$ cat config.mk
export PLATFORM = sky130hd
export DESIGN_NAME = recursive_reader_writer_lock_flat
export DESIGN_NICKNAME = d
export VERILOG_FILES = /design/src/hw/rtl/rrwl_pkg.sv /design/src/hw/rtl/rrwl_req_if.sv /design/src/hw/rtl/rrwl_rsp_if.sv /design/src/hw/rtl/recursive_reader_writer_lock.sv /design/src/flat_wrapper.sv
export VERILOG_INCLUDE_DIRS = /design/src /design/src/hw/rtl
export SDC_FILE = /design/constraint.sdc
export NUM_CORES = 1
export LEC_CHECK = 0
export BUFFER_PORTS_ARGS = -buffer_cell sky130_fd_sc_hd__buf_2
export CAP_MARGIN = 0
export CORE_MARGIN = 5
export CORE_UTILIZATION = 40
export CTS_BUF_LIST = sky130_fd_sc_hd__clkbuf_4 sky130_fd_sc_hd__clkbuf_8
export DETAILED_ROUTE_END_ITERATION = 6
export GPL_ROUTABILITY_DRIVEN = 0
export HOLD_SLACK_MARGIN = 0.12
export PLACE_DENSITY = 0.57
export SLEW_MARGIN = 30
export SYNTH_ARGS = -nofsm -noshare
export SYNTH_HDL_FRONTEND = slang
export SYNTH_SLANG_ARGS = --single-unit
export TNS_END_PERCENT = 30
$ cat constraint.sdc
create_clock -name clk -period 15.65 [get_ports clk]
set_input_delay 3.13 -clock clk [delete_from_list [all_inputs] [get_ports clk]]
set_output_delay 3.13 -clock clk [all_outputs]
set_load 0.02 [all_outputs]
$ cat src/hw/rtl/assert_macros.svh
// Assertion macros shared by the lock unit RTL.
`ifndef ASSERT_MACROS_SVH
`define ASSERT_MACROS_SVH

// Checks that a condition holds at every clock edge outside reset.
`define RRWL_ASSERT_ALWAYS(label, cond, msg) \
    label: assert property (@(posedge clk) disable iff (!rst_n) (cond)) \
        else $error(msg);

// Checks that a trigger is followed by the condition in the next cycle.
`define RRWL_ASSERT_NEXT(label, trig, cond, msg) \
    label: assert property (@(posedge clk) disable iff (!rst_n) (trig) |=> (cond)) \
        else $error(msg);

`endif

$ cat src/hw/rtl/rrwl_pkg.sv
// Types and codes shared by the recursive reader/writer lock unit.
package rrwl_pkg;

    // Request operation codes.
    localparam logic [1:0] OP_SHARED_LOCK   = 2'd0;
    localparam logic [1:0] OP_SHARED_UNLOCK = 2'd1;
    localparam logic [1:0] OP_EXCL_LOCK     = 2'd2;
    localparam logic [1:0] OP_EXCL_UNLOCK   = 2'd3;

    // Response status codes.
    localparam logic [1:0] ST_GRANTED  = 2'd0;
    localparam logic [1:0] ST_BUSY     = 2'd1;
    localparam logic [1:0] ST_NOT_HELD = 2'd2;
    localparam logic [1:0] ST_OVERFLOW = 2'd3;

    // Lock mode codes.
    localparam logic [1:0] MODE_FREE   = 2'd0;
    localparam logic [1:0] MODE_SHARED = 2'd1;
    localparam logic [1:0] MODE_EXCL   = 2'd2;

    localparam int ID_BITS = 4;

    typedef struct packed {
        logic [1:0]         req_type;
        logic [ID_BITS-1:0] requester_id;
    } req_t;

    typedef struct packed {
        logic [1:0]         status;
        logic [1:0]         lock_mode;
        logic [ID_BITS-1:0] owner_id;
    } rsp_t;

endpackage

$ cat src/hw/rtl/rrwl_req_if.sv
// Valid/ready channel that carries lock requests.
interface rrwl_req_if;
    logic          valid;
    logic          ready;
    rrwl_pkg::req_t payload;

    modport source (output valid, output payload, input ready);
    modport sink (input valid, input payload, output ready);
endinterface

$ cat src/hw/rtl/rrwl_rsp_if.sv
// Valid/ready channel that carries lock responses.
interface rrwl_rsp_if;
    logic          valid;
    logic          ready;
    rrwl_pkg::rsp_t payload;

    modport source (output valid, output payload, input ready);
    modport sink (input valid, input payload, output ready);
endinterface

$ cat src/hw/rtl/recursive_reader_writer_lock.sv
// Top level of the recursive reader/writer lock unit with upgrade.
// A request beat is taken into the request register and processed from there into the
// response register. Throughput: one request per cycle; a stalled response holds the
// request register, so the request side waits exactly as long as the response side.
// Reset clears the owner, depth, shared total, every shared counter and the valid
// flags of the request and response registers.
`include "assert_macros.svh"

module recursive_reader_writer_lock #(
    parameter int NUM_REQUESTERS = 16,
    parameter int COUNT_BITS     = 8
) (
    input  logic       clk,
    input  logic       rst_n,
    rrwl_req_if.sink   req,
    rrwl_rsp_if.source rsp
);

    // Only identities that fit the request field can ever hold a counter.
    localparam int NUM_SLOTS  = (NUM_REQUESTERS < (1 << rrwl_pkg::ID_BITS)) ?
                                NUM_REQUESTERS : (1 << rrwl_pkg::ID_BITS);
    localparam int SLOT_BITS  = $clog2(NUM_SLOTS);
    localparam int TOTAL_BITS = COUNT_BITS + SLOT_BITS;
    localparam logic [COUNT_BITS-1:0] COUNT_MAX = {COUNT_BITS{1'b1}};

    // Request register.
    logic           req_valid_reg;
    rrwl_pkg::req_t req_payload_reg;

    // Response register.
    logic           rsp_valid_reg;
    rrwl_pkg::rsp_t rsp_payload_reg;
    rrwl_pkg::rsp_t rsp_payload_next;

    // Lock state.
    logic                          owner_valid_reg;
    logic                          owner_valid_next;
    logic [rrwl_pkg::ID_BITS-1:0]  owner_reg;
    logic [rrwl_pkg::ID_BITS-1:0]  owner_next;
    logic [COUNT_BITS-1:0]         depth_reg;
    logic [COUNT_BITS-1:0]         depth_next;
    logic [TOTAL_BITS-1:0]         total_reg;
    logic [TOTAL_BITS-1:0]         total_next;
    logic [COUNT_BITS-1:0]         shared_cnt_reg [NUM_SLOTS];
    logic [COUNT_BITS-1:0]         shared_cnt_next;
    logic                          shared_cnt_we;

    // Decode of the registered request.
    logic                          advance;
    logic                          process;
    logic [1:0]                    op;
    logic [rrwl_pkg::ID_BITS-1:0]  id;
    logic                          in_range;
    logic [SLOT_BITS-1:0]          slot;
    logic [COUNT_BITS-1:0]         cnt;
    logic [1:0]                    status;

    // Handshake: the request register refills whenever its beat moves on.
    assign advance   = !rsp_valid_reg || rsp.ready;
    assign process   = req_valid_reg && advance;
    assign req.ready = !req_valid_reg || advance;
    assign rsp.valid = rsp_valid_reg;
    assign rsp.payload = rsp_payload_reg;

    assign op       = req_payload_reg.req_type;
    assign id       = req_payload_reg.requester_id;
    assign in_range = int'(id) < NUM_REQUESTERS;
    assign slot     = in_range ? SLOT_BITS'(id) : '0;
    assign cnt      = shared_cnt_reg[slot];

    // Lock operation on the registered request.
    always_comb
    begin
        owner_valid_next = owner_valid_reg;
        owner_next       = owner_reg;
        depth_next       = depth_reg;
        total_next       = total_reg;
        shared_cnt_next  = cnt;
        shared_cnt_we    = 1'b0;
        status           = rrwl_pkg::ST_GRANTED;

        if (!in_range)
        begin
            status = rrwl_pkg::ST_NOT_HELD;
        end
        else
        begin
            unique case (op)
                rrwl_pkg::OP_SHARED_LOCK:
                begin
                    if (owner_valid_reg && owner_reg != id)
                    begin
                        status = rrwl_pkg::ST_BUSY;
                    end
                    else if (cnt == COUNT_MAX)
                    begin
                        status = rrwl_pkg::ST_OVERFLOW;
                    end
                    else
                    begin
                        shared_cnt_next = cnt + 1'b1;
                        shared_cnt_we   = 1'b1;
                        total_next      = total_reg + 1'b1;
                    end
                end
                rrwl_pkg::OP_SHARED_UNLOCK:
                begin
                    if (cnt == '0)
                    begin
                        status = rrwl_pkg::ST_NOT_HELD;
                    end
                    else
                    begin
                        shared_cnt_next = cnt - 1'b1;
                        shared_cnt_we   = 1'b1;
                        total_next      = total_reg - 1'b1;
                    end
                end
                rrwl_pkg::OP_EXCL_LOCK:
                begin
                    if (owner_valid_reg)
                    begin
                        if (owner_reg != id)
                        begin
                            status = rrwl_pkg::ST_BUSY;
                        end
                        else if (depth_reg == COUNT_MAX)
                        begin
                            status = rrwl_pkg::ST_OVERFLOW;
                        end
                        else
                        begin
                            depth_next = depth_reg + 1'b1;
                        end
                    end
                    else if (total_reg > TOTAL_BITS'(cnt))
                    begin
                        status = rrwl_pkg::ST_BUSY;
                    end
                    else
                    begin
                        // Upgrade: fold the requester's shared counts away.
                        total_next       = total_reg - TOTAL_BITS'(cnt);
                        shared_cnt_next  = '0;
                        shared_cnt_we    = 1'b1;
                        owner_valid_next = 1'b1;
                        owner_next       = id;
                        depth_next       = COUNT_BITS'(1);
                    end
                end
                rrwl_pkg::OP_EXCL_UNLOCK:
                begin
                    if (!owner_valid_reg || owner_reg != id || depth_reg == '0)
                    begin
                        status = rrwl_pkg::ST_NOT_HELD;
                    end
                    else
                    begin
                        depth_next = depth_reg - 1'b1;
                        if (depth_reg == COUNT_BITS'(1))
                        begin
                            owner_valid_next = 1'b0;
                            owner_next       = '0;
                        end
                    end
                end
            endcase
        end
    end

    // Response fields reflect the state after the request.
    always_comb
    begin
        rsp_payload_next.status = status;
        if (owner_valid_next)
        begin
            rsp_payload_next.lock_mode = rrwl_pkg::MODE_EXCL;
        end
        else if (total_next != '0)
        begin
            rsp_payload_next.lock_mode = rrwl_pkg::MODE_SHARED;
        end
        else
        begin
            rsp_payload_next.lock_mode = rrwl_pkg::MODE_FREE;
        end
        rsp_payload_next.owner_id = owner_valid_next ? owner_next : '0;
    end

    // Request and response registers.
    always_ff @(posedge clk or negedge rst_n)
    begin
        if (!rst_n)
        begin
            req_valid_reg <= 1'b0;
            rsp_valid_reg <= 1'b0;
        end
        else
        begin
            if (req.valid && req.ready)
            begin
                req_valid_reg <= 1'b1;
            end
            else if (process)
            begin
                req_valid_reg <= 1'b0;
            end

            if (process)
            begin
                rsp_valid_reg <= 1'b1;
            end
            else if (rsp.ready)
            begin
                rsp_valid_reg <= 1'b0;
            end
        end
    end

    always_ff @(posedge clk)
    begin
        if (req.valid && req.ready)
        begin
            req_payload_reg <= req.payload;
        end
        if (process)
        begin
            rsp_payload_reg <= rsp_payload_next;
        end
    end

    // Lock state update, once per processed request.
    always_ff @(posedge clk or negedge rst_n)
    begin
        if (!rst_n)
        begin
            owner_valid_reg <= 1'b0;
            owner_reg       <= '0;
            depth_reg       <= '0;
            total_reg       <= '0;
            for (int i = 0; i < NUM_SLOTS; i++)
            begin
                shared_cnt_reg[i] <= '0;
            end
        end
        else if (process)
        begin
            owner_valid_reg <= owner_valid_next;
            owner_reg       <= owner_next;
            depth_reg       <= depth_next;
            total_reg       <= total_next;
            if (shared_cnt_we)
            begin
                shared_cnt_reg[slot] <= shared_cnt_next;
            end
        end
    end

    // An owner exists exactly when the nesting depth is nonzero.
    `RRWL_ASSERT_ALWAYS(a_owner_depth, owner_valid_reg == (depth_reg != '0), "owner and depth disagree")
    // With no owner the owner identity reads as zero.
    `RRWL_ASSERT_ALWAYS(a_owner_clear, owner_valid_reg || owner_reg == '0, "stale owner identity")
    // A granted exclusive lock leaves the requester as owner.
    `RRWL_ASSERT_NEXT(a_excl_grant, process && in_range && op == rrwl_pkg::OP_EXCL_LOCK && status == rrwl_pkg::ST_GRANTED, owner_valid_reg && owner_reg == $past(id), "exclusive grant lost")

endmodule
$ cat src/flat_wrapper.sv
// flat-port wrapper written by rule: the top's interface ports become plain ports
module recursive_reader_writer_lock_flat 
#(
    parameter int NUM_REQUESTERS = 16,
    parameter int COUNT_BITS     = 8
)
  (clk, rst_n, req_valid, req_payload, req_ready, rsp_valid, rsp_payload, rsp_ready);
  rrwl_req_if req_i ();
  rrwl_rsp_if rsp_i ();
  input  logic clk;
  input  logic rst_n;
  input wire logic [$bits(req_i.valid)-1:0] req_valid;
  input wire logic [$bits(req_i.payload)-1:0] req_payload;
  output wire logic [$bits(req_i.ready)-1:0] req_ready;
  output wire logic [$bits(rsp_i.valid)-1:0] rsp_valid;
  output wire logic [$bits(rsp_i.payload)-1:0] rsp_payload;
  input wire logic [$bits(rsp_i.ready)-1:0] rsp_ready;
  assign req_i.valid = req_valid;
  assign req_i.payload = req_payload;
  assign req_ready = req_i.ready;
  assign rsp_valid = rsp_i.valid;
  assign rsp_payload = rsp_i.payload;
  assign rsp_i.ready = rsp_ready;
  recursive_reader_writer_lock #(.NUM_REQUESTERS(NUM_REQUESTERS), .COUNT_BITS(COUNT_BITS)) u_core (.clk(clk), .rst_n(rst_n), .req(req_i), .rsp(rsp_i));
endmodule
## Word-level counts from Yosys, hierarchy flattened

Cells that the tools add are included.

- Register bits after elaboration: 169
- Latch bits: 0
- Memory bits (writable): 0
- ROM bits: 0
- Input port bits: 10
- Output and inout port bits: 10
- Logic and storage cells: 122
- Memories kept: 0

- Add/subtract/negate cells: 7
- $mul: 0
- Div/mod/pow operators: 0
- Order comparisons: 3
- Eq/ne operators: 11
- Shift-type cells: 0
- Mux-type cells: 53
- Bitwise gates (word level): 1
- Reduce and logical (&&, ||, !) cells: 20

Operators by type and width:

| kind | count |
|---|---|
| bitwise mux 128 bit | 1 |
| two-way mux 8 bit | 13 |
| two-way mux 12 bit | 5 |
| one-hot mux 12 bit (3 select lines) | 1 |
| binary-select mux 8 bit (select 4 bit) | 1 |
| demux 8 bit (select 4 bit) | 1 |
| one-hot mux 8 bit (3 select lines) | 1 |
| adder 8 x 1 -> 8 bit, second input constant | 2 |
| == test 8 bit, second input constant | 2 |
| logical NOT 8 bit | 2 |
| two-way mux 4 bit | 4 |
| one-hot mux 8 bit (2 select lines) | 1 |
| subtractor 8 x 1 -> 8 bit, second input constant | 2 |
| two-way mux 1 bit | 14 |
| two-way mux 2 bit | 7 |
| adder 12 x 1 -> 12 bit, second input constant | 1 |
| greater-than comparator 12 x 8 -> 1 bit | 1 |
| nonzero test 12 bit | 1 |
| subtractor 12 x 1 -> 12 bit, second input constant | 1 |
| subtractor 12 x 8 -> 12 bit | 1 |
| == test 8 x 1 -> 1 bit, second input constant | 1 |
| one-hot mux 2 bit (4 select lines) | 1 |
| one-hot mux 4 bit (2 select lines) | 1 |
| != test 3 bit, second input constant | 2 |
| other kinds (17) | 28 |

## Depth between registers and ports, before layout

- Word-level depth: 10
- Mapped depth: 18
- Gate-level depth less buffers: 15

## Least setup slack after synthesis

OpenSTA, ideal clock, no wires.

- Path kind: input-to-output
- Start point: input port rsp_ready
- End point: output port req_ready
- Arrival: 3.408 ns
- Required time: 12.520 ns
- Slack: 9.112 ns
- Stages: 1
- Buffers on the path: 0
- Cells stage by stage: nand3b_1

- Word-level cells in the longest chain between the ends: 2

Ends and longest elaborated chain:

| item | RTL line | text |
|---|---|---|
| start: declaration | flat_wrapper.sv:17 | `input wire logic [$bits(rsp_i.ready)-1:0] rsp_ready;` |
| logical OR 1 bit | recursive_reader_writer_lock.sv:59 | `assign advance = !rsp_valid_reg \|\| rsp.ready;` |
| logical OR 1 bit | recursive_reader_writer_lock.sv:61 | `assign req.ready = !req_valid_reg \|\| advance;` |
| end: declaration | flat_wrapper.sv:14 | `output wire logic [$bits(req_i.ready)-1:0] req_ready;` |

Every way passes these cells.

## Worst setup path in the final report

Ends and elaborated chain as after synthesis.

==> flow_summary.ini <==
[setup_path]
critical_path_peak_fanout = 3
critPathTopFamily = buffers and inverters
cp_cell_sequence = buf_2 > nand3b_1 > buf_2
worstSetupStartpointType = primary input
worstSetupPathType = primary input to output pin
crit_buf_inv = 2
endpoint_kind = output pin
arrival_ps = 3580
crit_top_cell = buf_2
cp.required_ps = 12520
slowest_delay_ps = 180
slowest_stage = buf_2

[yosys]
synth_area_per_cell_sq_um = 11.2
yosysTopAreaCellShare_pct = 39.4
syn_inst = 882
netlist_area_sq_um = 9840
yosys_register_bits = 169
synthTopCellsByArea = dfrtp_1 39%, mux2_2 15%, mux4_2 8.0%, edfxtp_1 4.3%, nand2_1 2.4%
yosysUniqueCellTypes = 77
ys_seq_area_share_pct = 43.7
synth-edff-count = 14
synth-main-ff-cell = dfrtp_1
synth.largest_area_cell = dfrtp_1
ys_warn_count = 0
synth_nets = 908
synth-async-reset-ratio_pct = 91.7

[placed_design]
port_buffers = 19
dp_hpwl_microns = 17400
dp_cells = 1191
dpl_cell_area_sq_um = 10300
dp_slack_ps = 8940

[drt]
drt_pass1_iterations = 5
drt-initial-drc-count = 427
wl_microns = 25400
vias = 7193
wl_per_cell_microns = 20.8
avgViaCountPerCell = 5.89
antenna_left = 0
drc_errors = 0

[clocking]
cts_buffers = 17
post_cts_buffers = 0
cts_hold_buf = 0
clock-sinks = 169
clockBufferDepth = 2
cts_tree = built
clkTransAtPathRegs_ps = 90
htreeDepth = 4
clk_latency_ps = 470
clock-root-buffer = clkbuf_8
post_cts_resized = 0

[floorplanning]
die_y_microns = 167
initial_core_util_pct = 40.6
coreArea_sq_um = 24200
die_area_sq_um = 27800
rows = 57
ios = 20
die_width_microns = 167

[timing]
hold_viol = 0
holdWs_ps = 504
period_share_pct = 42.9
finalCriticalPeriod_ps = 6710
relSlewSlack_pct = 38.5
tns_ps = 0
skew_ps = 21.9
maxSlewViolCount = 0
worst_pin_slew_ps = 897
fmax_ghz = 0.149
rsz0062_at_grt = no
setup_viol = 0
finalWorstSetupSlack_ps = 8940

[global_routing]
grt_overflow = 0
antenna_found_initial = 0
grt_max_degree = 84
grt_pass1_wl_microns = 40500
grt_usage_pct = 18.3
grt_pass1_vias = 7099

[job]
maxCapViolCount = 0

[layout]
drive_gt1_share_pct = 29.0
largest_reg_flops = 128
instances_no_fill = 1222
fin_nets = 912
fillers = 2321
final_cell_area_sq_um = 10600
antenna_cells = 0
area_delta_synth_final_pct = 8.14

[power]
worst_ir_drop_vdd_mv = 0.0519
powerDensity_nw_per_um2 = 132
p_leak_nw = 4.70

[hold_path]
min_path_type = register to register

[outcome]
status = completed
==> stage by stage <==
stage	power [mW]	utilization, %
after floorplan	0.937	-
after CTS	1.41	43.9
after detailed placement	1.10	42.3
after global placement	1.10	42.3
after global routing	1.49	43.9
final	1.41	43.9
==> cells in the mapped netlist (6+ instances only) <==
cell      instances
nor3_1           21
mux2i_1           6
and3_1           12
o31ai_1           9
nand2_1          62
o31a_1            7
ha_1             15
nand4_1          15
mux2_2          127
nand3_1          21
a32oi_1           6
o21a_1            6
xnor2_1           8
mux4_2           35
a31oi_1           7
nor2_4            6
nor4_1            6
nand2b_1          7
nand2_2           6
a211oi_1          6
clkbuf_1         34
o21ai_0          41
buf_2             8
dfrtp_1         155
inv_1            31
or3_1             9
xor2_1            7
nor2b_1           8
nor2_1           48
a21oi_1          39
edfxtp_1         14
==> routing by layer <==
layer  share of wire, %  track usage [%]  wire, microns  vias up
met1                 45             25.5          11400     3596
met2                 48             28.9          12200      229
li1                   -                -              -     3333
met3                5.1             3.11           1300       35
met4                2.0             6.30            514        0
met5                  0                0              0        -
==> cell families (layout without fill, tap and decap cells) <==
| kind of cell | after synthesis | count (layout) | share of synthesized area (%) |
|---|---|---|---|
| compound gates | 180 | 180 | 12.4 |
| xor+xnor | 15 | 15 | 1.33 |
| fa+ha+maj | 16 | 16 | 2.11 |
| buf+inv | 83 | 99 | 3.50 |
| flops | 169 | 169 | 43.7 |
| mux | 171 | 171 | 23.5 |
| simple gates | 248 | 248 | 13.5 |
==> final cells by class <==
type	count	area, sq um	share of cell area (%)
multi-input combinational	630	5200	48.9
sequential	169	4300	40.4
clock inverter	14	148	1.39
timing repair buffer	36	233	2.19
tap	324	405	3.81
clock buffer	17	234	2.20
inverter	32	120	1.13
==> worst register-to-register path, delay by kind of cell, from the launching register on <==
kind                     cells  cell delay, ps
AND/OR/NAND/NOR              1             260
AO/OA/AOI/OAI                6            2330
adder cells (fa/ha/maj)      1             340
buffers and inverters        2             860
multiplexers                 3            1700
flip-flops                   1             330
==> path summary, 6_finish.rpt <==
check | startpoint | endpoint | slack, ps | cells after the start
worst max-delay path | rsp_ready | req_ready | 8940 | 3
worst min-delay path | u_core.req_valid_reg | u_core.rsp.valid | 500 | 1
worst max register to register | u_core.id[0] | u_core.shared_cnt_reg[122] | 9740 | 13
worst min register to register | u_core.req_valid_reg | u_core.rsp.valid | 500 | 1
max in group asynchronous | rst_n | u_core.shared_cnt_reg[18] | 11820 | 2
min in group asynchronous | rst_n | u_core.total_reg[4] | 2710 | 1
==> layout by cell type, fill, tap and decap left out, types with 8 or more instances in the layout <==
master	count
nor2b_1	8
o31ai_1	8
ha_1	15
inv_1	31
a21oi_1	39
nand2_1	62
mux2_2	127
nand4_1	15
xnor2_1	8
edfxtp_1	14
nor3_1	21
dfrtp_1	155
buf_4	16
buf_2	18
and3_1	12
or3_1	9
nand3_1	21
mux4_2	35
o21ai_0	40
clkbuf_8	17
nor2_1	48
==> report_power, final <==
| group | internal, mW | switching, mW |
|---|---|---|
| clock | 0.119 | 0.188 |
| sequential | 0.492 | 0.0725 |
| combinational | 0.202 | 0.332 |
| total | 0.813 | 0.593 |
Note: power is estimated with default switching activity, not from simulation.
